`config.mk`:
```
export PLATFORM = sky130hd
export DESIGN_NAME = dcp_table_ram
export DESIGN_NICKNAME = d
export VERILOG_FILES = /design/src/design/dcp_table_ram.sv
export SDC_FILE = /design/constraint.sdc
export NUM_CORES = 2
export LEC_CHECK = 0
export BUFFER_PORTS_ARGS = -buffer_cell sky130_fd_sc_hd__buf_2
export CAP_MARGIN = 10
export CORE_MARGIN = 8
export CORE_UTILIZATION = 58
export CTS_CLUSTER_DIAMETER = 40
export DETAILED_ROUTE_END_ITERATION = 16
export GPL_ROUTABILITY_DRIVEN = 0
export HOLD_SLACK_MARGIN = 0.03
export PLACE_DENSITY = 0.74
export SLEW_MARGIN = 20
export SYNTH_ARGS = -nofsm -noshare
export SYNTH_HDL_FRONTEND = slang
export SYNTH_SLANG_ARGS = --single-unit
```
`constraint.sdc`:
```
create_clock -name clk_i -period 5.05 [get_ports clk_i]
set_input_delay 0.7575 -clock clk_i [delete_from_list [all_inputs] [get_ports clk_i]]
set_output_delay 0.7575 -clock clk_i [all_outputs]
set_load 0.01 [all_outputs]
```
`src/design/dcp_table_ram.sv`:
```
// ----------------------------------------------------------------------------
// dcp_table_ram
// Single-port-write, single-port-read synchronous RAM, registered read data.
// ----------------------------------------------------------------------------
`default_nettype none

module dcp_table_ram #(
  parameter int unsigned DEPTH = 64,
  parameter int unsigned WIDTH = 32
) (
  input  wire logic                     clk_i,
  input  wire logic                     we_i,
  input  wire logic [$clog2(DEPTH)-1:0] waddr_i,
  input  wire logic [WIDTH-1:0]         wdata_i,
  input  wire logic                     re_i,
  input  wire logic [$clog2(DEPTH)-1:0] raddr_i,
  output logic      [WIDTH-1:0]         rdata_o
);

  logic [WIDTH-1:0] mem_q [DEPTH];

  always_ff @(posedge clk_i) begin
    if (we_i) begin
      mem_q[waddr_i] <= wdata_i;
    end
  end

  always_ff @(posedge clk_i) begin
    if (re_i) begin
      rdata_o <= mem_q[raddr_i];
    end
  end

endmodule

`default_nettype wire

```
* Word-level counts from Yosys, hierarchy flattened
Memories as Yosys holds them, arrays and structs flattened. A register that Yosys moved wholly into a read port is not among the register bits. Index checks and enable logic that the tools add are counted.
Storage, ports and cells: output and inout port bits 32, word-level logic and storage cells 3, memories 1, input bits 47, RAM bits 2048, bits in registers 0
Memories:
- mem_q | words 64, width 32, read ports 1, clocked after memory_dff 1, wr ports 1, RTL line 20 | logic [WIDTH-1:0] mem_q [DEPTH];
Cells by class: muxes and demuxes 2
Operators with widths (count):
- $mux W1 | 2

* Logic depth before layout (Yosys ltp)
depth in word-level cells 2, mapped depth 10, mapped depth without buffers 5

* Worst setup path after synthesis
No wires, ideal clock.
kind input -> register, from input port waddr_i[3], to memory mem_q[48][0] (enable), setup slack 1133 ps, stages 4, arrival time 3456 ps, required time 4589 ps, library setup time 461 ps, path buffers 1, path through clkbuf_1 > nor2b_1 > nand4b_1 > nor3_1
RTL lines:
- from (decl) | RTL line 13 | input wire logic [$clog2(DEPTH)-1:0] waddr_i,
- to (decl) | RTL line 20
Straight into the memory's write port.

==> impl_metrics.yaml <==
status:
  status: "finished clean"
worst_setup_path:
  start_kind: "input port"
  critPathMaxStageDelay_ns: 0.69
  crit_type: "input port to flop"
  worst-path-buf-inv: 3
  crit_slowest_cell: "o22ai_1"
  worstPathCellList: "buf_8 -> buf_4 -> buf_4 -> mux4_2 -> mux4_2 -> o22ai_1 -> nor2_1"
  critPathTopFamily: "buffers and inverters"
  path_depth: 7
  cp.required_ns: 5.60
  path_max_fanout: 63
  worst_ep_arrival_time_ns: 4.07
  r2r_cells: 4
  crit_path_end_kind: "flop"
timing:
  fin_skew_ns: 0.0334
  finalCritPeriodShare: 0.695
  drv_slew: 0
  hold_viol: 0
  fmax_mhz: 285
  period_needed_ns: 3.51
  setup_viol: 0
  max_slew_margin: 0.218
  tightest_slew_ns: 1.17
  setup_tns_ns: 0
  grt_setup_unrepaired: "no"
clock_network:
  clockBufferDepth: 3
  numCtsBuffers: 211
  post_cts_resized: 0
  cts-root-buf: "clkbuf_16"
  post_cts_buffers: 0
  ctsHtreeMaxLevel: 4
  clk_latency_ns: 0.84
  cts_tree: "built"
  cts_sinks: 2080
  cts.clk_slew.worst_paths_ns: 0.06
  cts_hold_buf: 0
global_route:
  grt_usage: 0.275
  grt-ovfl-total: 0
  grt_antenna_before_repair: 20
  grt_pass1_vias: 39000
  grt_start_max_net_pins: 83
  grt_pass1_wl_um: 286000
yosys:
  synth_simple_gate_area_frac: 0.0126
  yosys_register_bits: 2080
  yosysUniqueCellTypes: 33
  synth-compound-area-share: 0.0167
  synth_xor_area_frac: 0
  synthMuxAreaShare: 0.167
  yosysWarnings: 0
  syn_inst: 3324
  synth_top_family_by_area: "multiplexers"
  synthesis.area_mm2: 0.0788
  synth-seq-area-share: 0.792
  synthAdderAreaFrac: 0
  synth_nets: 3371
  avgSynthCellArea_um2: 23.7
power_and_ir_drop:
  p_leak_nw: 28.1
  peakVddDrop_mv: 0.318
  powerDensity_mw_per_mm2: 409
drt:
  first_pass_iters: 6
  routed_wl_um: 204000
  top_layer: "met5"
  met2_length_um: 98900
  wl_met3_um: 24900
  drtAntennaViolNets: 0
  drtIter0Drc: 5414
  wl_per_cell_um: 36.6
  via_count: 38400
  drc: 0
  met1_length_um: 70700
  vias_per_cell: 6.89
floorplanning:
  die_area_mm2: 0.148
  ios: 79
  initial_core_util: 0.583
  core-area_mm2: 0.135
  die_y_um: 385
  rows: 135
  die_x_um: 385
worst_hold_path:
  hold_class: "input port to flop"
  min_path_cells: 1
placed_design:
  portBuffers: 78
  hpwl_um: 113000
cells_and_area:
  final_layout_size_suffix_gt1_frac: 0.313
  synthToLayoutAreaGrowth_pct: 13.7
  nNetsFinal: 3639
  fin_util: 0.663
flow_run:
  maxCapViolations: 0
## registers in the layout, summed over array words and instances, names as in the netlist
signal,flops
mem_q,2048
rdata_o,32
## final timing paths
| path | from | end | slack, ns |
|---|---|---|---|
| setup reg to reg | mem_q[3][25]$_DFFE_PP_ | rdata_o[25]$_DFFE_PP_ | 2.54 |
| hold / removal | wdata_i[13] | mem_q[51][13]$_DFFE_PP_ | 0.37 |
| setup / recovery | raddr_i[0] | rdata_o[10]$_DFFE_PP_ | 1.54 |
| hold reg to reg | mem_q[28][20]$_DFFE_PP_ | rdata_o[20]$_DFFE_PP_ | 0.82 |
## area by class of cell
type,count,area (um^2)
Tap cell,1781,2230
Multi-Input combinational cell,1062,16000
Clock inverter,154,1640
Sequential cell,2080,62500
Antenna cell,12,30.0
Clock buffer,239,5410
Fill cell,8113,45500
Timing Repair Buffer,237,1920
## per-stage QoR
step                      std cells  hold slack (ns)  power (mW)  setup WS, ns  instance area, um^2
after global routing           5554            0.343        37.5          1.42                89600
after global placement         5155            0.821        21.2         0.627                82400
final                          5565            0.371        36.7          1.54                89700
after CTS                      5550            0.519        36.8          1.51                89500
after floorplan                3324            0.750        20.5          1.13                78800
after detailed placement       5157            0.806        21.3         0.623                82500
## worst register-to-register path, delay by kind of cell (launching register included)
kind / cells / cell delay [ns]
mux: 2 / 1.05
flops: 1 / 0.40
compound gates: 1 / 0.65
simple gates: 1 / 0.13
## Yosys cell counts
master / instances / share of area
a21oi_1: 62 / 0.0039
a22oi_1: 12 / 0.0011
a311oi_1: 8 / 0.00089
a31oi_1: 1 / 0.000079
a41o_1: 4 / 0.00051
and2_1: 2 / 0.00016
and3_1: 4 / 0.00032
buf_1: 21 / 0.0010
buf_2: 57 / 0.0036
buf_4: 25 / 0.0024
buf_6: 5 / 0.00071
clkbuf_1: 74 / 0.0035
edfxtp_1: 2080 / 0.79
mux2i_1: 93 / 0.012
mux4_2: 544 / 0.16
nand2_1: 26 / 0.0012
nand2b_1: 8 / 0.00063
nand3_1: 5 / 0.00032
nand3b_1: 5 / 0.00048
nand4_1: 2 / 0.00016
nand4b_1: 1 / 0.00011
nor2_1: 137 / 0.0065
nor2b_1: 15 / 0.0012
nor3_1: 7 / 0.00044
o221ai_1: 27 / 0.0030
o22ai_1: 84 / 0.0067
o32ai_1: 4 / 0.00044
or2_0: 1 / 0.000079
or2_1: 1 / 0.000079
or2_2: 1 / 0.000079
or3_1: 3 / 0.00024
or3b_1: 2 / 0.00022
or3b_2: 3 / 0.00033
## cells by family (layout without fill, tap and decap cells)
family	Yosys count	count (layout)
AO/OA/AOI/OAI	202	202
buffers and inverters	182	630
other	0	12
multiplexers	637	637
AND/OR/NAND/NOR	223	223
flip-flops	2080	2080
## routing by layer
metal / global-route usage / up-vias
li1: - / 14900
met4: 0.113 / 12
met5: 0 / -
met3: 0.0680 / 499
met2: 0.444 / 2768
met1: 0.365 / 20200
## cell usage in the layout, fill, tap and decap left out, types with 35 or more instances in the layout
cell type  instances
nor2_4            62
buf_2             52
edfxtp_1        2080
clkinv_1          35
mux2i_1           93
clkinv_2          41
buf_4            162
o22ai_1           84
clkbuf_16        212
a21oi_1           62
mux4_2           544
nor2_1            75
## where the power goes
group          internal (mW)  switching (mW)
sequential              19.2          0.0690
combinational          0.643            1.09
clock                   8.97            6.74
total                   28.8            7.90
Power figures use the tool's default switching activity.
