===== src/design/dcp_pkg.sv =====
// ----------------------------------------------------------------------------
// dcp_pkg
// Shared constants and types of the delta-correlating prefetcher.
// ----------------------------------------------------------------------------
`default_nettype none

package dcp_pkg;

  localparam int unsigned TABLE_ENTRIES = 64;
  localparam int unsigned HIST_DEPTH    = 8;
  localparam int unsigned ADDR_W        = 48;
  localparam int unsigned DELTA_W       = 32;
  localparam int unsigned IDX_W         = $clog2(TABLE_ENTRIES);
  localparam int unsigned HIDX_W        = $clog2(HIST_DEPTH);
  localparam int unsigned ENTRY_W       = 2 * ADDR_W + HIST_DEPTH * DELTA_W;

  localparam int unsigned CFG_DATA_W    = 64;
  localparam int unsigned CFG_ADDR_W    = 4;
  localparam logic [CFG_ADDR_W-1:0] REG_ADDRESS_LIMIT = 4'h0;

  typedef logic [ADDR_W-1:0]  addr_t;
  typedef logic [DELTA_W-1:0] delta_t;
  typedef delta_t [HIST_DEPTH-1:0] hist_t;

  typedef struct packed {
    addr_t tag;
    addr_t last;
    hist_t hist;
  } entry_t;

  // replay start request from the table logic to the replay unit
  typedef struct packed {
    logic              start;
    hist_t             hist;
    logic [HIDX_W-1:0] first;
    addr_t             base;
  } replay_cmd_t;

endpackage

`default_nettype wire


===== src/design/dcp_replay.sv =====
// ----------------------------------------------------------------------------
// dcp_replay
// Replays the deltas that followed a matched pair, one per cycle unless output
// stalls, drops addresses at or above the limit and drives the result register.
// ----------------------------------------------------------------------------
`default_nettype none

module dcp_replay (
  input  wire logic                 clk_i,
  input  wire logic                 rst_ni,
  input  wire dcp_pkg::replay_cmd_t cmd_i,
  input  wire dcp_pkg::addr_t       limit_i,
  output logic                      idle_o,
  output logic                      m_valid_o,
  input  wire logic                 m_ready_i,
  output dcp_pkg::addr_t            m_addr_o,
  output logic                      m_last_o
);

  logic                        busy_q, busy_d;
  logic [dcp_pkg::HIDX_W-1:0]  k_q, k_d;
  dcp_pkg::addr_t              base_q, base_d;
  dcp_pkg::hist_t              hist_q, hist_d;
  logic                        pend_v_q, pend_v_d;
  dcp_pkg::addr_t              pend_q, pend_d;
  logic                        out_v_q, out_v_d;
  dcp_pkg::addr_t              out_q, out_d;
  logic                        last_q, last_d;

  dcp_pkg::delta_t cur;
  dcp_pkg::addr_t  cand;
  logic            pass;
  logic            out_free;

  assign cur      = hist_q[k_q];
  assign cand     = base_q + {{(dcp_pkg::ADDR_W - dcp_pkg::DELTA_W){cur[dcp_pkg::DELTA_W-1]}},
                              cur};
  assign pass     = cand < limit_i;
  assign out_free = !out_v_q || m_ready_i;

  always_comb begin
    busy_d   = busy_q;
    k_d      = k_q;
    base_d   = base_q;
    hist_d   = hist_q;
    pend_v_d = pend_v_q;
    pend_d   = pend_q;
    out_v_d  = out_v_q && !m_ready_i;
    out_d    = out_q;
    last_d   = last_q;
    if (cmd_i.start) begin
      busy_d = 1'b1;
      k_d    = cmd_i.first;
      base_d = cmd_i.base;
      hist_d = cmd_i.hist;
    end else if (busy_q) begin
      if (!pass || !pend_v_q || out_free) begin
        base_d = cand;
        k_d    = k_q - 1'b1;
        busy_d = (k_q != '0);
        if (pass) begin
          if (pend_v_q) begin
            out_v_d = 1'b1;
            out_d   = pend_q;
            last_d  = 1'b0;
          end
          pend_v_d = 1'b1;
          pend_d   = cand;
        end
      end
    end else if (pend_v_q && out_free) begin
      out_v_d  = 1'b1;
      out_d    = pend_q;
      last_d   = 1'b1;
      pend_v_d = 1'b0;
    end
  end

  always_ff @(posedge clk_i or negedge rst_ni) begin
    if (!rst_ni) begin
      busy_q   <= 1'b0;
      pend_v_q <= 1'b0;
      out_v_q  <= 1'b0;
    end else begin
      busy_q   <= busy_d;
      pend_v_q <= pend_v_d;
      out_v_q  <= out_v_d;
    end
  end

  always_ff @(posedge clk_i) begin
    k_q    <= k_d;
    base_q <= base_d;
    hist_q <= hist_d;
    pend_q <= pend_d;
    out_q  <= out_d;
    last_q <= last_d;
  end

  assign idle_o    = !busy_q && !pend_v_q;
  assign m_valid_o = out_v_q;
  assign m_addr_o  = out_q;
  assign m_last_o  = last_q;

endmodule

`default_nettype wire


===== config.mk =====
export PLATFORM = sky130hd
export DESIGN_NAME = dcp_replay
export DESIGN_NICKNAME = d
export VERILOG_FILES = /design/src/design/dcp_pkg.sv /design/src/design/dcp_replay.sv
export SDC_FILE = /design/constraint.sdc
export NUM_CORES = 1
export LEC_CHECK = 0
export BUFFER_PORTS_ARGS = -buffer_cell sky130_fd_sc_hd__buf_2
export CELL_PAD_IN_SITES_DETAIL_PLACEMENT = 0
export CELL_PAD_IN_SITES_GLOBAL_PLACEMENT = 2
export CORE_ASPECT_RATIO = 0.75
export CORE_MARGIN = 3
export CORE_UTILIZATION = 38
export DETAILED_ROUTE_END_ITERATION = 8
export GPL_ROUTABILITY_DRIVEN = 0
export HOLD_SLACK_MARGIN = 0.05
export PLACE_DENSITY = 0.78
export SLEW_MARGIN = 20
export SYNTH_ARGS = -nofsm -noshare
export SYNTH_HDL_FRONTEND = slang
export SYNTH_SLANG_ARGS = --single-unit

===== constraint.sdc =====
create_clock -name clk_i -period 11.3 [get_ports clk_i]
set_input_delay 2.26 -clock clk_i [delete_from_list [all_inputs] [get_ports clk_i]]
set_output_delay 2.26 -clock clk_i [all_outputs]
set_load 0.02 [all_outputs]

# Word-level counts from Yosys, hierarchy flattened
# Cells that the tools add are included.
# totals
ff_bits,407
input_bits,359
output_inout_bits,51
# classes
add_sub_neg,2
n_lt_le_gt_ge,2
eq_ne,3
n_mux,31
n_bitwise,1
reduce_logical,19
# ops
operator,count
$mux W48,8
$bmux W32 S3,1
$add A48 B48 Y48,1
$lt A48 B48 Y1,1
$mux W32,1
$mux W1,18
$mux W3,3
$reduce_and A4 Y1,2
$ne A2 B1 Y1 const B,3
$reduce_bool A2 Y1,3
$logic_not A1 Y1,5
$reduce_and A5 Y1,1
$lt A3 B4 Y1 const B,1
$logic_and A1 B1 Y1,3
$logic_or A1 B1 Y1,3
$reduce_bool A3 Y1,1
$sub A3 B1 Y3 const B,1
$reduce_and A2 Y1,1
$not A1 Y1,1

# Logic depth before layout (Yosys ltp)
# Gate-level depths: netlist of run 1.
# logic_depth
depth_word,10
ltp_mapped,25
ltp_nobuf,23

# Least setup slack after synthesis of run 1
# Ideal clock, no wire load.
# synth_path
kind,flip-flop to flip-flop
from,register k_q[0] (netlist bit)
to,"register out_q[0] (netlist: m_addr_o[0]), enable pin"
setup_time_ps,516
arrival_ps,8860
setup_slack_ps,1924
path_stages_with_launch,25
synth_period_minus_slack_ps,9376
path_cell_list,edfxtp_1 -> buf_1 -> buf_1 -> mux4_2 -> mux2_2 -> ha_1 -> inv_1 -> fa_1 -> nor2b_1 -> o2111ai_1 -> a211oi_1 -> o41a_1 -> a221oi_4 -> o221ai_2 -> a31oi_1 -> xnor2_1 -> ha_1 -> a21o_1 -> a21o_1 -> a21oi_1 -> o21ai_0 -> nand2_1 -> o211ai_1 -> o311a_1 -> nor3_1
# synth_via
elab_chain_len,9
elab_cells_between_ends,10
classes_between,add/sub: 1; order compare: 1; eq/ne: 2; mux: 2; reduce/logical: 4
# synth_rtl
element,line_no,text
from (decl),dcp_replay.sv:21,"logic [dcp_pkg::HIDX_W-1:0] k_q, k_d;"
from (signal assigned),dcp_replay.sv:92,k_q <= k_d;
$bmux W32 S3 (*),dcp_replay.sv:35,assign cur = hist_q[k_q];
$mux W32 (implied by the code) (*),dcp_replay.sv:35,
$add A48 B48 Y48 (*),dcp_replay.sv:36,"assign cand = base_q + {{(dcp_pkg::ADDR_W - dcp_pkg::DELTA_W){cur[dcp_pkg::DELTA_W-1]}},"
net cand[36],dcp_replay.sv:31,dcp_pkg::addr_t cand;
$lt A48 B48 Y1 (*),dcp_replay.sv:38,assign pass = cand < limit_i;
$logic_not A1 Y1,dcp_replay.sv:57,if (!pass || !pend_v_q || out_free) begin
$logic_or A1 B1 Y1 (2 in series),dcp_replay.sv:57,
$ne A2 B1 Y1 (no source line),n/a,
$reduce_and A5 Y1 (no source line) (*),n/a,
to (signal assigned),dcp_replay.sv:96,out_q <= out_d;
to (decl),dcp_replay.sv:27,"dcp_pkg::addr_t out_q, out_d;"
# Mark *: on every way through the listed nets, which the timed path passes. The rest lies on a longest branch. The select of a mux whose other input is x is not followed.
# A chain may end at the register's enable or synchronous reset.

# Final worst setup path of run 1
# layout_path
from,register k_q[0] (netlist bit)
to,"register pend_q[24], enable pin"
# layout_via
elab_chain_len,8
# layout_rtl
element,line_no,text
$bmux W32 S3 (*),dcp_replay.sv:35,
$mux W32 (implied by the code) (*),dcp_replay.sv:35,
$add A48 B48 Y48 (*),dcp_replay.sv:36,
net cand[17],dcp_replay.sv:31,
$lt A48 B48 Y1 (*),dcp_replay.sv:38,
$logic_not A1 Y1,dcp_replay.sv:57,
$logic_or A1 B1 Y1 (2 in series),dcp_replay.sv:57,
$reduce_and A4 Y1 (no source line) (*),n/a,
to (signal assigned),dcp_replay.sv:95,pend_q <= pend_d;
to (decl),dcp_replay.sv:25,"dcp_pkg::addr_t pend_q, pend_d;"
# Marked as above.

==> results of run 1 <==
## cell families after synthesis
group | Yosys count
AOI/OAI and AO/OA | 208
xor gates and xnor gates | 47
adders and majority gates | 97
and+or+nand+nor | 157
buffers and inverters | 110
muxes | 141
DFF | 407
## state kept, by name (all words and copies together), names as in the netlist
register and cells:
pend_q 48, m_valid_o 1, base_q 48, m_addr_o 48, k_q 3, m_last_o 1
pend_v_q 1, hist_q 256, busy_q 1
## through the flow
step | area, µm² | util [%]
2_1_floorplan | 18700 | -
3_5_place_dp | 21500 | 44.8
6_report | 22800 | 47.5
5_1_grt | 22800 | 47.5
3_3_place_gp | 21500 | 44.8
4_1_cts | 22800 | 47.5
## critical path: stages, from the launching register on
cell       delay [ns]
edfxtp_1         0.52
buf_4            0.42
mux4_2           0.54
mux2i_1          0.42
inv_1            0.09
ha_1             0.29
a21oi_1          0.09
nand4b_1         0.22
a21oi_1          0.46
nor2_1           0.16
nor2_1           0.22
nand2_1          0.09
o21ai_0          0.20
xor2_1           0.35
ha_1             0.32
a21o_1           0.16
a21o_1           0.17
a21oi_1          0.12
o21ai_0          0.13
a2111oi_0        0.55
nor3_1           0.18
o31ai_1          0.54
and3_2           0.29
buf_4            0.55
## cell type report
| cell class | count | area [µm²] | area share, % |
|---|---|---|---|
| repair buffers | 423 | 2180 | 9.55 |
| multi-input cells | 650 | 6090 | 26.7 |
| clock buffers | 49 | 1100 | 4.82 |
| diodes | 4 | 10.0 | 0.0439 |
| well taps | 639 | 800 | 3.50 |
| clock inverters | 29 | 179 | 0.784 |
| flip-flops and latches | 407 | 12200 | 53.5 |
| inverters | 67 | 251 | 1.10 |
## metal layers
layer  vias to the layer above  GRT usage [%]  wire length [µm]
met5                         -              0               108
met4                        16           4.41               860
met3                        64           5.46              3990
met2                       360           27.4             21500
met1                      5591           26.7             22100
li1                       5444              -                 -
## cells in the final DEF (no fill, tap or decap), types with 3 or more instances in the layout
| cell type | synthesis | final |
|---|---|---|
| buf_2 | 0 | 408 |
| edfxtp_1 | 404 | 404 |
| ha_1 | 96 | 96 |
| mux2_2 | 76 | 76 |
| inv_1 | 67 | 66 |
| mux4_2 | 64 | 64 |
| a21oi_1 | 63 | 63 |
| nand2_1 | 49 | 49 |
| clkbuf_16 | 0 | 43 |
| nor2_1 | 39 | 39 |
| a21o_1 | 37 | 37 |
| o21ai_0 | 35 | 35 |
| xnor2_1 | 32 | 32 |
| nand4_1 | 24 | 24 |
| xor2_1 | 14 | 14 |
| o21bai_1 | 12 | 12 |
| buf_4 | 0 | 12 |
| clkinv_2 | 0 | 11 |
| nand3_1 | 9 | 9 |
| nor2b_1 | 9 | 9 |
| clkinv_1 | 0 | 9 |
| a31oi_1 | 8 | 8 |
| nor3_1 | 9 | 8 |
| nand2b_1 | 7 | 7 |
| o211ai_1 | 7 | 7 |
| clkbuf_1 | 33 | 6 |
| o21a_1 | 5 | 5 |
| o31ai_1 | 5 | 5 |
| diode_2 | 0 | 4 |
| a211oi_1 | 4 | 4 |
| nor4_1 | 3 | 3 |
| a21oi_2 | 3 | 3 |
| o21ba_2 | 3 | 3 |
| dfrtp_1 | 3 | 3 |
| inv_6 | 0 | 3 |
## worst max-delay path by stage
stage                                       end  slack, ns  cells after the start
after floorplan           m_addr_o[0]$_DFFE_PP_       1.92                     24
final                      pend_q[24]$_DFFE_PP_       3.77                     23
after global placement     base_q[20]$_DFFE_PP_       3.70                     19
after detailed placement   base_q[28]$_DFFE_PP_       3.52                     22
after global routing       pend_q[24]$_DFFE_PP_       3.19                     23
after CTS                  base_q[42]$_DFFE_PP_       3.49                     22
==> qor.txt, run 1 <==
vias in the first global route: 11,900
row count: 69
Final #Nets: 2,047
Worst R2R Path Depth: 23
Hold Vio Cnt, Final: 0
# Max-Cap Violations: 0
Synth Net Count: 1,623
Die Area: 51,900 µm²
Post-synth ARST share: 0.737%
DR DRC count: 0
die height: 198 µm
CP Launch Type: flop
CP max FO: 48
DR pass1 iterations: 5
CP required: 11.48 ns
H-Tree Depth: 2
first-pass GRT wire length: 71,300 µm
top post-synthesis cells by count: edfxtp_1 (404), ha_1 (96), mux2_2 (76), inv_1 (67), mux4_2 (64)
Post-synth EDFFs: 404
clock buffer count from CTS: 42
worst slack on hold paths: 0.418 ns
max frequency: 133 MHz
worst r2r dst: pend_q[24]$_DFFE_PP_
Netlist Area Pre-Place: 18,700 µm²
setup tns final: 0 ns
#FFs+latches synth: 407
adder-cell share of the synthesized area: 6.53%
Clock transition at path regs: 0.06 ns
pin count of the biggest net entering global routing: 90
Vias: 11,500
DR vias/cell: 5.06
Fill cells: 4,254
overall routing resource usage: 18.4%
later-pin clock latency in the skew report: 0.57 ns
status: completed
Tcrit/Tclk final: 66.6%
WS Path Type: reg2reg
Final HPWL DP: 37,100 µm
Area growth, synth to finish: 22.0%
XOR/XNOR Fraction of Synth Area: 2.27%
Worst Hold End: m_addr_o[9]$_DFFE_PP_
post-synthesis cell type count: 57
worst hold start: pend_q[9]$_DFFE_PP_
worst-margin pin slew: 1.08 ns
WL/cell: 21.4 µm
area leader, netlist: edfxtp_1
hold depth: 0
yosys warns: 0
cells after synthesis: 1,167
Top FF cell, synth: edfxtp_1
syn avg cell area: 16.0 µm²
grt ovf: 0
Detailed Route Iter0 Violations: 795
r2r setup slk: 3.77 ns
Slew headroom: 27.7%
top-count cell post-synth: edfxtp_1
HP Class: reg2reg
final setup skew: 0.0221 ns
Post-CTS Setup Inserts: 0
final worst slack: 3.77 ns
unrepaired setup endpoints after global routing: no
Boundary Pins: 410
register area share after synthesis: 65.3%
port bufs: 409
CP endpoint kind: flop
placed cell count: 2,185
Root Buffer Master: clkbuf_16
largest family of logic cells by synthesized area: multiplexers
mux cell area share after synthesis: 12.3%
top cells by area, synth: edfxtp_1 (65%), mux4_2 (7.7%), ha_1 (6.4%)
dpl ws: 3.52 ns
Post-CTS Resized: 0
share of layout cells above drive strength 1: 39.4%
total wire length: 48,600 µm
max-slew violations: 0
Post-Synth Simple-Gate Area: 3.97%
CORE AREA: 48,000 µm²
Setup violations, final: 0
Hold Buf Count CTS: 0
Initial Util: 39.0%
Clock Sinks: 407
post-layout min period: 7.53 ns
ANT nets after route: 0
post-synth top area share: 64.9%
clock tree buffer depth: 3
Compound-Gate Fraction of Synth Area: 7.38%
chip width: 262 µm
RR Startpoint: k_q[0]$_DFFE_PP_
initial antenna violation count: 11
final non-filler cell total: 2,268
Critical Path AT: 7.71 ns
CTS tree: done
crit path from: k_q[0]$_DFFE_PP_
Power of run 1 is not shown: default switching activity piles up to over one toggle a cycle in this logic, so the estimate is an artifact.
==> run 2: changes to the inputs <==
- clock period: 11.3 -> 7.7 ns (I/O delays scaled with it)
==> run 2 against run 1 <==
Clock skew rose by 0.0029 ns. First-iteration DRC count fell by 7.3%. Critical path depth fell by 3. Final area rose by 0.78%. Setup slack got worse by 3.1 ns. Critical path type unchanged.
==> qor.txt, run 2 (synthesized netlist as in run 1, its figures left out) <==
# Max-Cap Violations: 0 (unchanged)
CP peak stage delay: 0.57 ns (+0.02 ns)
Clock transition at path regs: 0.06 ns (about the same)
pin count of the biggest net entering global routing: 75 (-17%)
Post-CTS Resized: 0 (unchanged)
Slowest cell on crit path: mux4_2
H-Tree Depth: 2 (unchanged)
Hold Buf Count CTS: 0 (unchanged)
Die Area: 51,900 µm² (unchanged)
ANT nets after route: 0 (unchanged)
final setup skew: 0.0250 ns (+0.00290 ns)
Hold Vio Cnt, Final: 0 (unchanged)
vias in the first global route: 11,900 (-0.44%)
commonest non-fill, non-tap cell in the layout: buf_2
row count: 69 (unchanged)
total wire length: 49,700 µm (+2.4%)
DR pass1 iterations: 5 (unchanged)
most frequent cells in the layout: buf_2 (408), edfxtp_1 (404), ha_1 (96)
max FFs per register: 256 (unchanged)
CP Launch Type: flop
Final #Nets: 2,057 (+0.49%)
crit-path most repeated cell: o31ai_1
final worst slack: 0.637 ns (-3.14 ns)
Tcrit/Tclk final: 91.7% (+25 points)
setup tns final: 0 ns (unchanged)
initial antenna violation count: 12 (+1)
dpl ws: 0.630 ns (-2.89 ns)
Post-CTS Setup Inserts: 0 (unchanged)
Vias: 11,600 (+1.1%)
Clock Sinks: 407 (unchanged)
Root Buffer Master: clkbuf_16
Buf/Inv on CP: 3 (unchanged)
die height: 198 µm (unchanged)
final non-filler cell total: 2,272 (+0.18%)
r2r setup slk: 0.64 ns (-3.14 ns)
Setup violations, final: 0 (unchanged)
grt ovf: 0 (unchanged)
overall routing resource usage: 19.0% (+0.52 points)
CTS tree: done
max frequency: 142 MHz (+6.5%)
Boundary Pins: 410 (unchanged)
max-slew violations: 0 (unchanged)
unrepaired setup endpoints after global routing: no
later-pin clock latency in the skew report: 0.57 ns (about the same)
share of layout cells above drive strength 1: 39.8% (+0.35 points)
Initial Util: 39.0% (unchanged)
clock buffer count from CTS: 42 (unchanged)
Critical Path AT: 7.28 ns (-0.43 ns)
WL/cell: 21.9 µm (+2.2%)
clock tree buffer depth: 3 (unchanged)
worst-margin pin slew: 0.924 ns (-0.161 ns)
CORE AREA: 48,000 µm² (unchanged)
CP cell instances: buf_12 > buf_4 > mux4_2 > mux2_2 > ha_1 > nand4_1 > nor4_1 > o2111a_1 > o31ai_1 > o31ai_1 > a211oi_1 > xnor2_1 > ha_1 > a21o_1 > a21o_1 > a21oi_1 > o211ai_1 > o31ai_1 > and3_2 > buf_4
Final HPWL DP: 38,200 µm (+3.0%)
Area growth, synth to finish: 22.9%
DR DRC count: 0 (unchanged)
status: completed
post-layout min period: 7.06 ns (-0.462 ns)
WS Path Type: reg2reg
CP required: 7.92 ns (-3.56 ns)
HP Class: reg2reg
CP endpoint kind: flop
Slew headroom: 38.4% (+11 points)
critical path's top delay family: compound AO/OA/AOI/OAI gates
Detailed Route Iter0 Violations: 737 (-7.3%)
port bufs: 409 (unchanged)
CP max FO: 44 (-8.3%)
chip width: 262 µm (unchanged)
placed cell count: 2,196 (+0.50%)
DR vias/cell: 5.11 (+0.93%)
first-pass GRT wire length: 72,800 µm (+2.2%)
Top reg by flops: hist_q
## run 2: final timing paths
check                                      from                      to  cells past startpoint
min in group asynchronous                rst_ni     m_valid_o$_DFF_PN0_                      1
max                            k_q[0]$_DFFE_PP_    pend_q[26]$_DFFE_PP_                     20
max reg2reg                    k_q[0]$_DFFE_PP_    pend_q[26]$_DFFE_PP_                     20
max in group asynchronous                rst_ni    pend_v_q$_DFFE_PN0P_                      1
min reg2reg                pend_q[38]$_DFFE_PP_  m_addr_o[38]$_DFFE_PP_                      0
min                        pend_q[38]$_DFFE_PP_  m_addr_o[38]$_DFFE_PP_                      0
## run 2: cell type report
cell class / count / area [µm²]
fillers: 4282 / 25000
flip-flops and latches: 407 / 12200
multi-input cells: 650 / 6090
repair buffers: 433 / 2260
clock buffers: 49 / 1100
well taps: 639 / 800
clock inverters: 25 / 272
inverters: 67 / 251
diodes: 2 / 5.00
## run 2: through the flow
step | hold slack [ns] | utilization [%] | instance area (µm²)
floorplan | 0.400 | - | 18700
global placement | 0.402 | 45.0 | 21600
detailed placement | 0.405 | 45.0 | 21600
CTS | 0.420 | 47.9 | 23000
global route | 0.427 | 47.9 | 23000
finish | 0.419 | 47.9 | 23000
## run 2: routing by layer
| layer | share of wire [%] | global-route usage [%] | routed length (µm) |
|---|---|---|---|
| met4 | 1.9 | 4.45 | 944 |
| met1 | 47 | 28.1 | 23100 |
| met2 | 44 | 28.3 | 21900 |
| met3 | 7.4 | 4.54 | 3680 |
| met5 | 0.20 | 0 | 98 |
Power of run 2 is left out for the same reason.
