### src/design/dcp_pkg.sv
// ----------------------------------------------------------------------------
// dcp_pkg
// Shared constants and types of the delta-correlating prefetcher.
// ----------------------------------------------------------------------------
`default_nettype none

package dcp_pkg;

  localparam int unsigned TABLE_ENTRIES = 64;
  localparam int unsigned HIST_DEPTH    = 8;
  localparam int unsigned ADDR_W        = 48;
  localparam int unsigned DELTA_W       = 32;
  localparam int unsigned IDX_W         = $clog2(TABLE_ENTRIES);
  localparam int unsigned HIDX_W        = $clog2(HIST_DEPTH);
  localparam int unsigned ENTRY_W       = 2 * ADDR_W + HIST_DEPTH * DELTA_W;

  localparam int unsigned CFG_DATA_W    = 64;
  localparam int unsigned CFG_ADDR_W    = 4;
  localparam logic [CFG_ADDR_W-1:0] REG_ADDRESS_LIMIT = 4'h0;

  typedef logic [ADDR_W-1:0]  addr_t;
  typedef logic [DELTA_W-1:0] delta_t;
  typedef delta_t [HIST_DEPTH-1:0] hist_t;

  typedef struct packed {
    addr_t tag;
    addr_t last;
    hist_t hist;
  } entry_t;

  // replay start request from the table logic to the replay unit
  typedef struct packed {
    logic              start;
    hist_t             hist;
    logic [HIDX_W-1:0] first;
    addr_t             base;
  } replay_cmd_t;

endpackage

`default_nettype wire

### src/design/dcp_update.sv
// ----------------------------------------------------------------------------
// dcp_update
// Delta computation, history shift and search for the newest delta pair.
// ----------------------------------------------------------------------------
`default_nettype none

module dcp_update (
  input  wire dcp_pkg::addr_t              last_i,
  input  wire dcp_pkg::addr_t              addr_i,
  input  wire dcp_pkg::hist_t              hist_i,
  output dcp_pkg::hist_t                   hist_o,
  output logic                             match_o,
  output logic [dcp_pkg::HIDX_W-1:0]       match_idx_o
);

  localparam int unsigned HI_W = dcp_pkg::ADDR_W - dcp_pkg::DELTA_W + 1;

  dcp_pkg::addr_t  diff;
  logic            in_range;
  dcp_pkg::delta_t delta;

  assign diff     = addr_i - last_i;
  assign in_range = (diff[dcp_pkg::ADDR_W-1 -: HI_W] == '0) ||
                    (&diff[dcp_pkg::ADDR_W-1 -: HI_W]);
  assign delta    = in_range ? diff[dcp_pkg::DELTA_W-1:0] : '0;

  always_comb begin
    hist_o = hist_i;
    if (delta != '0) begin
      for (int i = dcp_pkg::HIST_DEPTH - 1; i > 0; i--) begin
        hist_o[i] = hist_i[i-1];
      end
      hist_o[0] = delta;
    end
  end

  // oldest position wins
  always_comb begin
    match_o     = 1'b0;
    match_idx_o = '0;
    for (int i = 3; i < dcp_pkg::HIST_DEPTH; i++) begin
      if (hist_o[i-1] == hist_o[0] && hist_o[i] == hist_o[1]) begin
        match_o     = 1'b1;
        match_idx_o = i[dcp_pkg::HIDX_W-1:0];
      end
    end
  end

endmodule

`default_nettype wire

### config.mk
export PLATFORM = sky130hd
export DESIGN_NAME = dcp_update
export DESIGN_NICKNAME = d
export VERILOG_FILES = /design/src/design/dcp_pkg.sv /design/src/design/dcp_update.sv
export SDC_FILE = /design/constraint.sdc
export NUM_CORES = 1
export LEC_CHECK = 0
export ABC_AREA = 1
export BUFFER_PORTS_ARGS = -buffer_cell sky130_fd_sc_hd__buf_2
export CORE_AREA = 2 2 236 238
export DETAILED_ROUTE_END_ITERATION = 10
export DIE_AREA = 0 0 238 240
export MAX_ROUTING_LAYER = met4
export SLEW_MARGIN = 5
export SYNTH_ARGS = -nofsm -noshare
export SYNTH_HDL_FRONTEND = slang
export SYNTH_SLANG_ARGS = --single-unit
### constraint.sdc
create_clock -name vclk -period 11.7
set_input_delay 1.755 -clock vclk [all_inputs]
set_output_delay 1.755 -clock vclk [all_outputs]
set_load 0.05 [all_outputs]
==> run summary, run 1 <==
The flow did not finish. The flow halted during 5_2_route. The first error in the log reads "[ERROR DRT-0255] Maze Route cannot find path of net hist_i[172] in worker of routeBox ( 193200 96600 ) ( 238000 144900 )". The total overflow reported by the global router is 0. The sequential element share of the synthesized area came out at 0%.

The multiplexer area fraction after synthesis is 0%. In this run, placement finished with an instance count of 4921. The Yosys warning count came out at 0.

The synthesized netlist devotes 2.823% of its cell area to XOR and XNOR gates. The starting density of the core came out at 28.95%. After clock tree synthesis, the repair step resized 0 gates. Entering global routing, the biggest net connects 202 pins. The mean cell area of the mapped netlist is 4.260 um2.

The HPWL after detailed placement is 74.69 mm. The cell area after placement is 19180 um2. After Yosys synthesis, and, or, nand and nor cells account for 67.28% of the synthesized area. The initial antenna violation count was 28. The count of standard-cell rows is 86.

The cell area after technology mapping is 15830 um2. Summing the areas of all fa, ha and maj instances in the mapped netlist gives 3.843% of the synthesized area. The number of distinct library cell variants in the gate-level netlist after synthesis is 39.

The last weighted congestion value of the routability-driven placer is 1.006. The post-cts hold buffer count came out at 0. The number of primary I/O pins came out at 612. The width of the die is 238 um.

The number of buffers added on ports is 612. The via count of the first global-routing pass came to 21430. The wire length of the first global-routing pass came out at 127.3 mm. The overall routing resource usage is 29.66%. The complex-gate fraction of the synthesized area is 8.578%. Counting every instance in the synthesized netlist gives 3715. After synthesis, the largest family of logic cells by area is simple AND/OR/NAND/NOR gates. The number of setup buffers added after CTS is 0. The synthesized net count is 4115. The die span in y came out at 240 um.
logic make-up after synthesis:
kind of cell	after synthesis
xor gates and xnor gates	51
buffers and inverters	665
adders and majority gates	48
and+or+nand+nor	2701
AOI/OAI and AO/OA	250
cells in the mapped netlist (all sizes together) (3+ instances only):
cell    number  area (um2)
a21oi       39       195.2
a31oi        4       25.02
and2         3       18.77
buf         97       633.1
clkbuf      18       67.56
ha          47       588.1
inv        549        2061
nand2     2105        7921
nand3      266        1341
nand3b      13       97.59
nand4       15       93.84
nor2       288        1111
nor3         8       45.04
nor4         3       18.77
o21ai      191       993.4
o21bai       6       45.04
o41ai        7       76.32
xnor2       16       140.1
xor2        35       306.5
layer usage:
metal and GRT usage (%):
met1 35.75, met4 11.89, met5 -, met3 4.799
met2 49.38
per-stage QoR:
stage	setup slack, ps	utilization (%)
2_1_floorplan	3361	-
3_3_place_gp	1673	35.08
3_5_place_dp	1658	35.08
4_1_cts	1624	35.08
5_1_grt	1037	35.20
==> inputs of run 2 (changes only) <==
--- a/config.mk
+++ b/config.mk
@@ -10,7 +10,7 @@
 export CORE_AREA = 2 2 236 238
 export DETAILED_ROUTE_END_ITERATION = 10
 export DIE_AREA = 0 0 238 240
-export MAX_ROUTING_LAYER = met4
+export PLACE_DENSITY_LB_ADDON = 0.15
 export SLEW_MARGIN = 5
 export SYNTH_ARGS = -nofsm -noshare
 export SYNTH_HDL_FRONTEND = slang
==> run 2 against run 1 <==
The run now ends clean. Global-route usage down 0.98 points. Area after synthesis is the same. Synthesized cell count is the same.
==> run summary, run 2 <==
The cell area after technology mapping came to 15830 um2 (unchanged). The multi-input combinational cell area is 13070 um2. The instance count of the mapped netlist came out at 3715 (unchanged).

The total power divided by cell area came out at 45.68 nW/um2. Leaving out fill and tap cells, the most frequent cell in the layout is sky130_fd_sc_hd__nand2_1. The detail-routed via count per cell is 4.763. The width of the die came out at 238 um (unchanged). The number of stages on the worst hold path came out at 4. The count of standard-cell rows was 86 (unchanged). The area growth from synthesis to layout is 21.53%. For this run, the slowest stage of the critical path takes 790 ps. The mean cell area of the mapped netlist is 4.260 um2 (unchanged).

The worst path arrival time is 8130 ps. In this run the tightest slew margin relative to its limit is 27.73%. The clock buffer count in the final layout came out at 0. The number of antenna-violating nets in the routed design is 0. The die span in y is 240 um (unchanged). The area inside the core boundary is 54660 um2.

The Yosys warning count came out at 0 (unchanged). After filler insertion, the fill cell instance count of the layout stands at 6678. STA classifies the critical path startpoint as an input port. The post-cts hold buffer count came to 0 (unchanged). The total wire length is 86.39 mm.

Hold timing on the final database bottoms out at a slack of 3947 ps. STA classifies the critical path endpoint as an output port. The switching share of power came out at 72.12%.

The via count of the first global-routing pass came out at 21250 (was 21430). The maximum resistive drop on vdd is 0.02249 mV. Across the run, the number of max-cap violations was 0. The synthesized net count is 4115 (unchanged). The final-layout setup total negative slack came out at 0 ps. The fmax is 0.1011 GHz. The number of sequential cells in the layout is 0.

The combinational share of power came out at 100.0%. The worst hold path class is input port to output port. The wire length of the first global-routing pass came out at 126.9 mm (was 127.3 mm). The data required time at the worst endpoint came out at 9950 ps. The worst hold path terminates at hist_o[236]. The number of hold violations in the final report came out at 0. The HPWL reported at the end of detailed placement is 74.09 mm (was 74.69 mm). The clock network is responsible for 0% of the overall power. The number of instances resized during post-cts repair is 0 (unchanged). The number of setup buffers added after CTS came out at 0 (unchanged). At the end of the flow the core is filled with cells to 35.18%. The worst hold path begins at hist_i[236].

The number of distinct library cell variants in the gate-level netlist after synthesis came out at 39 (unchanged). The last weighted congestion value of the routability-driven placer came out at 1.005 (was 1.006). Total power for the finished layout comes to 878.5 uW.

Setup repair after global routing left no endpoint under its margin. The pin slew with the least headroom to its limit is 1084 ps. The cell taking the most area after synthesis is sky130_fd_sc_hd__nand2_1 (unchanged).

The switching power summed over all nets is 633.5 uW. The overall routing resource usage is 28.68% (was 29.66%). The minimum period implied by the final worst setup slack came out at 9889 ps. The largest net degree at the start of global routing came out at 194 (was 202). The top cell types in the final layout, fill and taps aside, are sky130_fd_sc_hd__nand2_1 (2099), sky130_fd_sc_hd__buf_2 (612), sky130_fd_sc_hd__inv_1 (526). In this design, the critical path's most frequently occurring cell is sky130_fd_sc_hd__nand2_1. Internal power comes to 244.9 uW. The combined flip-flop and latch cell area is 0 um2. The total overflow reported by the global router came out at 0 (unchanged). The area fraction of the dominant cell type after synthesis came to 49.79% (unchanged). The number of remaining DRC errors is 0.

Cell types with the largest area share after synthesis: sky130_fd_sc_hd__nand2_1 (50%), sky130_fd_sc_hd__inv_1 (12%), sky130_fd_sc_hd__nand3_1 (8.3%), sky130_fd_sc_hd__nor2_1 (6.6%), sky130_fd_sc_hd__ha_1 (3.7%) (unchanged). The critical path in this run is classified as input port to output port. The number of cells after detailed placement came out at 4924 (was 4921). Top cell types by occurrence after synthesis: sky130_fd_sc_hd__nand2_1 (2099), sky130_fd_sc_hd__inv_1 (526), sky130_fd_sc_hd__nor2_1 (280), sky130_fd_sc_hd__nand3_1 (264), sky130_fd_sc_hd__o21ai_0 (113) (unchanged).

Result of the run: completed (was aborted with a tool error). The sequential cell fraction of total power is 0%. The number of primary I/O pins is 612 (unchanged). The leakage power total is 12.49 nW.

On the critical path, the stage with the largest delay is an instance of sky130_fd_sc_hd__inv_2. The routed wirelength normalized by instance count is 17.48 um. The setup violation total in the final timing report came out at 0. The maximum net fanout on the critical path is 127. The starting density of the core came to 28.95% (unchanged). The final clock period utilization by the worst path is 84.52%. The number of nets at the end of the flow is 4622.

The fraction of final layout cells sized beyond drive strength 1 is 15.92%. The iteration-0 DRC count of the detailed router is 1834. The total iterations of the first detailed-routing run is 6.

The final instance count without filler cells came out at 4942. The initial antenna violation count came to 22 (was 28). The most frequent cell after synthesis is sky130_fd_sc_hd__nand2_1 (unchanged). The sequential element share of the synthesized area is 0% (unchanged).

The total count of max-transition violations in the final report is 0. The area enclosed by the die boundary is 57120 um2. The via count came out at 23540.

The number of buffers added on ports came out at 612 (unchanged).
run 2: cell counts after synthesis:
No cell type changed its count.
run 2: critical path: cells and delay by family:
kind                       cells  cell delay, ps
AOI/OAI and AO/OA              1             230
buffers and inverters          5            1680
and+or+nand+nor               32            3750
adders and majority gates      2             650
run 2: cell families (layout without fill, tap and decap cells):
| kind of cell | after synthesis | in the layout | share of synthesized area (%) |
|---|---|---|---|
| adder cells (fa/ha/maj) | 48 | 48 | 3.842 |
| other | 0 | 18 | 0 |
| XOR/XNOR | 51 | 51 | 2.823 |
| AO/OA/AOI/OAI | 250 | 250 | 8.578 |
| AND/OR/NAND/NOR | 2701 | 2701 | 67.28 |
| buffers and inverters | 665 | 1170 | 17.47 |
run 2: worst max path at each step:
stage | startpoint | end | slack (ps) | depth (start not counted)
2_1_floorplan | addr_i[0] | match_o | 3360 | 39
3_3_place_gp | last_i[0] | match_idx_o[0] | 1850 | 42
3_5_place_dp | last_i[0] | match_idx_o[0] | 1780 | 40
4_1_cts | last_i[0] | match_idx_o[0] | 1770 | 40
5_1_grt | last_i[0] | match_idx_o[0] | 1120 | 40
6_report | last_i[0] | match_idx_o[0] | 1810 | 40
run 2: cell type report:
class / count / share of cell area, %
diodes: 18 / 0.2342
inverters: 550 / 10.73
well taps: 704 / 4.580
multi-input cells: 3050 / 67.95
repair buffers: 620 / 16.50
run 2: power by group through the flow:
stage | Sequential, mW | Combinational (mW) | Clock, mW
2_1_floorplan | 0 | 0.578 | 0
3_3_place_gp | 0 | 0.873 | 0
3_5_place_dp | 0 | 0.867 | 0
4_1_cts | 0 | 0.871 | 0
5_1_grt | 0 | 0.960 | 0.000000161
6_report | 0 | 0.878 | 0.000000207
run 2: layer usage:
metal	GRT usage [%]	up-vias	wire, um
li1	-	12220	-
met1	37.15	10340	37400
met2	49.63	860	40630
met3	2.687	118	5306
met4	9.943	4	3019
met5	0	-	31
run 2: per-stage QoR:
stage | worst slack (ps) | area [um2]
floorplan | 3361 | 15830
CTS | 1766 | 19190
global placement | 1847 | 19190
finish | 1811 | 19230
detailed placement | 1785 | 19190
global route | 1123 | 19220
Power figures use the tool's default switching activity.
==> inputs of run 3 (changes only) <==
--- a/config.mk
+++ b/config.mk
@@ -5,7 +5,7 @@
 export SDC_FILE = /design/constraint.sdc
 export NUM_CORES = 1
 export LEC_CHECK = 0
-export ABC_AREA = 1
+export ABC_AREA = 0
 export BUFFER_PORTS_ARGS = -buffer_cell sky130_fd_sc_hd__buf_2
 export CORE_AREA = 2 2 236 238
 export DETAILED_ROUTE_END_ITERATION = 10
==> constraint.sdc (replaced) <==
create_clock -name vclk -period 9.1
set_input_delay 1.365 -clock vclk [all_inputs]
set_output_delay 1.365 -clock vclk [all_outputs]
set_load 0.05 [all_outputs]
==> run 3 against run 2 <==
The run now ends with capacitance limit left. Die area unchanged. Final cell count shrank 22%. Clock-buffer cell count unchanged. Sequential cell count unchanged. Via count increased by 0.37%. Utilization increased by 0.84 points.
==> run summary, run 3 <==
Result of the run: complete, but fails checks (was completed). The final reports fail on capacitance limit. The summed area of non-filler cells in the final layout is 19690 um2 (was 19230 um2). The cell area after placement came out at 19630 um2 (was 19190 um2). The die span in y came to 240 um (unchanged).

The largest net degree at the start of global routing is 77 (was 194). The setup violation total in the final timing report is 0 (unchanged). The most common library cell in the layout ignoring fill and taps is sky130_fd_sc_hd__nand2_1 (unchanged).

The synthesized net count came out at 2970 (was 4115). The final-layout setup total negative slack came to 0 ps (unchanged). The mean cell area of the mapped netlist is 5.794 um2 (was 4.260 um2). The final clock period utilization by the worst path came out at 97.54%.

RSZ-0062 raised after global routing: no (unchanged). The maximum net fanout on the critical path came out at 10 (was 127). The number of stages on the worst hold path came out at 4 (unchanged).

Based on the critical path, the design can be clocked at up to 0.1127 GHz. The worst path arrival time came out at 7510 ps (was 8130 ps). The instance count of the mapped netlist is 2570 (was 3715). The sequential element share of the synthesized area came out at 0% (unchanged). The most frequent cell after synthesis was sky130_fd_sc_hd__nand2_1 (unchanged). The fraction of final layout cells sized beyond drive strength 1 came out at 27.57% (was 15.92%). The last weighted congestion value of the routability-driven placer was 1.094 (was 1.005). The overall routing resource usage is 46.43% (was 28.68%). The data required time at the worst endpoint came out at 7740 ps (was 9950 ps). The cell area after technology mapping is 14890 um2 (was 15830 um2). The minimum period implied by the final worst setup slack came out at 8876 ps.

The area enclosed by the die boundary came to 57120 um2 (unchanged). The number of antenna-violating nets in the routed design came out at 0 (unchanged). Cell types with the largest area share after synthesis: sky130_fd_sc_hd__nand2_1 (16%), sky130_fd_sc_hd__xnor2_1 (13%), sky130_fd_sc_hd__xor2_1 (10%), sky130_fd_sc_hd__o21ai_0 (6.8%), sky130_fd_sc_hd__clkbuf_1 (5.4%) (was sky130_fd_sc_hd__nand2_1 (50%), sky130_fd_sc_hd__inv_1 (12%), sky130_fd_sc_hd__nand3_1 (8.3%), sky130_fd_sc_hd__nor2_1 (6.6%), sky130_fd_sc_hd__ha_1 (3.7%)). The via count is 23630 (was 23540). The worst slack after detailed placement is 229.5 ps (was 1785 ps). The endpoint class of the critical path is an output port (unchanged). The wire length of the first global-routing pass is 184.4 mm (was 126.9 mm).

The critical path startpoint category is an input port (unchanged). The number of remaining DRC errors is 0 (unchanged). The number of distinct library cell variants in the gate-level netlist after synthesis is 89 (was 39). The number of buffers added on ports is 612 (unchanged). The initial antenna violation count was 13 (was 22). The kind of cell adding the most delay to the critical path is compound AO/OA/AOI/OAI gates (was simple AND/OR/NAND/NOR gates). The startpoint of the most critical hold path is hist_i[229] (was hist_i[236]). The number of primary I/O pins was 612 (unchanged). The pin slew with the least headroom to its limit is 1441 ps (was 1084 ps).

The relative slew slack is 1.476% (was 27.73%). The total count of max-transition violations in the final report is 0 (unchanged). Leading cell types in the layout, fill and taps excluded: sky130_fd_sc_hd__nand2_1 (629), sky130_fd_sc_hd__buf_2 (607), sky130_fd_sc_hd__xnor2_1 (221) (was sky130_fd_sc_hd__nand2_1 (2099), sky130_fd_sc_hd__buf_2 (612), sky130_fd_sc_hd__inv_1 (526)). The maximum single-stage delay on the critical path came to 610 ps (was 790 ps).

The cell taking the most area after synthesis is sky130_fd_sc_hd__nand2_1 (unchanged). The via count of the first global-routing pass came out at 22490 (was 21250). The final worst setup slack came out at 223.8 ps (was 1811 ps). The combined flip-flop and latch cell area came to 0 um2 (unchanged). The total wire length is 139.6 mm (was 86.39 mm). The number of sequential cells in the layout came to 0 (unchanged).

The post-route worst hold slack is 3130 ps (was 3947 ps). The number of hold violations in the final report is 0 (unchanged). The master of the slowest instance on the critical path was sky130_fd_sc_hd__a21oi_1 (was sky130_fd_sc_hd__inv_2). The relative area change from synthesis to final layout is 32.22% (was 21.53%). The iteration-0 DRC count of the detailed router is 2847 (was 1834). The endpoint with the worst hold slack is hist_o[229] (was hist_o[236]). The HPWL reported at the end of detailed placement came out at 113.1 mm (was 74.09 mm). The worst hold path class was input port to output port (unchanged).

The total overflow reported by the global router is 0 (unchanged). The routed wirelength normalized by instance count was 36.27 um (was 17.48 um). The total iterations of the first detailed-routing run is 6 (unchanged). The area fraction of the dominant cell type after synthesis was 15.86% (was 49.79%). The starting density of the core came out at 27.24% (was 28.95%). The number of fillers in the final layout was 6266 (was 6678). The most repeated library cell on the critical path was sky130_fd_sc_hd__buf_4 (was sky130_fd_sc_hd__nand2_1). The worst path buffer plus inverter count is 9 (was 5).

The number of maximum-capacitance violations is 1 (was 0). The count of standard-cell rows is 86 (unchanged). Top cell types by occurrence after synthesis: sky130_fd_sc_hd__nand2_1 (629), sky130_fd_sc_hd__xnor2_1 (226), sky130_fd_sc_hd__clkbuf_1 (215), sky130_fd_sc_hd__o21ai_0 (201), sky130_fd_sc_hd__xor2_1 (170) (was sky130_fd_sc_hd__nand2_1 (2099), sky130_fd_sc_hd__inv_1 (526), sky130_fd_sc_hd__nor2_1 (280), sky130_fd_sc_hd__nand3_1 (264), sky130_fd_sc_hd__o21ai_0 (113)). The post-cts hold buffer count is 0 (unchanged). The detail-routed via count per cell came out at 6.140 (was 4.763). The area inside the core boundary is 54660 um2 (unchanged).

The clock buffer count in the final layout is 0 (unchanged). The Yosys warning count came to 0 (unchanged). The start-to-end type of the worst setup path was input port to output port (unchanged). The width of the die came to 238 um (unchanged). The number of nets at the end of the flow came out at 3543 (was 4622).
[run 3: logic make-up after synthesis]
| logic type | Yosys count | synth area share, % |
|---|---|---|
| xor gates and xnor gates | 396 | 23.29 |
| muxes | 17 | 1.176 |
| and+or+nand+nor | 1099 | 34.12 |
| buffers and inverters | 377 | 9.881 |
| adders and majority gates | 48 | 4.084 |
| AOI/OAI and AO/OA | 633 | 27.44 |
[run 3: timing repair]
action / in CTS / in global routing
buffers inserted: 0 / 0
gates resized for setup: 0 / 10
endpoints found under the setup margin: 0 / 3
[run 3: layout make-up]
class | count | area (um2) | share of cell area (%)
diodes | 3 | 7.507 | 0.03813
well taps | 704 | 880.8 | 4.474
multi-input cells | 2193 | 13520 | 68.67
inverters | 128 | 480.5 | 2.440
repair buffers | 820 | 4800 | 24.38
[run 3: worst max path at each step]
| stage | end | slack [ps] | start | depth (start not counted) |
|---|---|---|---|---|
| after detailed placement | match_o | 230 | last_i[20] | 26 |
| final | match_o | 220 | last_i[12] | 26 |
| after global routing | match_o | 50 | last_i[0] | 26 |
| after global placement | match_o | 280 | last_i[20] | 26 |
| after CTS | match_o | 190 | last_i[20] | 26 |
| after floorplan | match_idx_o[0] | 860 | addr_i[0] | 21 |
[run 3: metal layers]
layer | vias up | global-route usage [%] | part of all wire [%]
met5 | - | 0 | 0.042
met4 | 10 | 41.21 | 11
met3 | 546 | 10.73 | 10
met2 | 1793 | 73.43 | 44
met1 | 11230 | 52.50 | 35
li1 | 10050 | - | -
[run 3: through the flow]
step                      util [%]  instances
after floorplan                  -       2570
after global placement       35.90       3845
after detailed placement     35.90       3845
after CTS                    35.90       3845
after global routing         36.01       3845
final                        36.02       3848
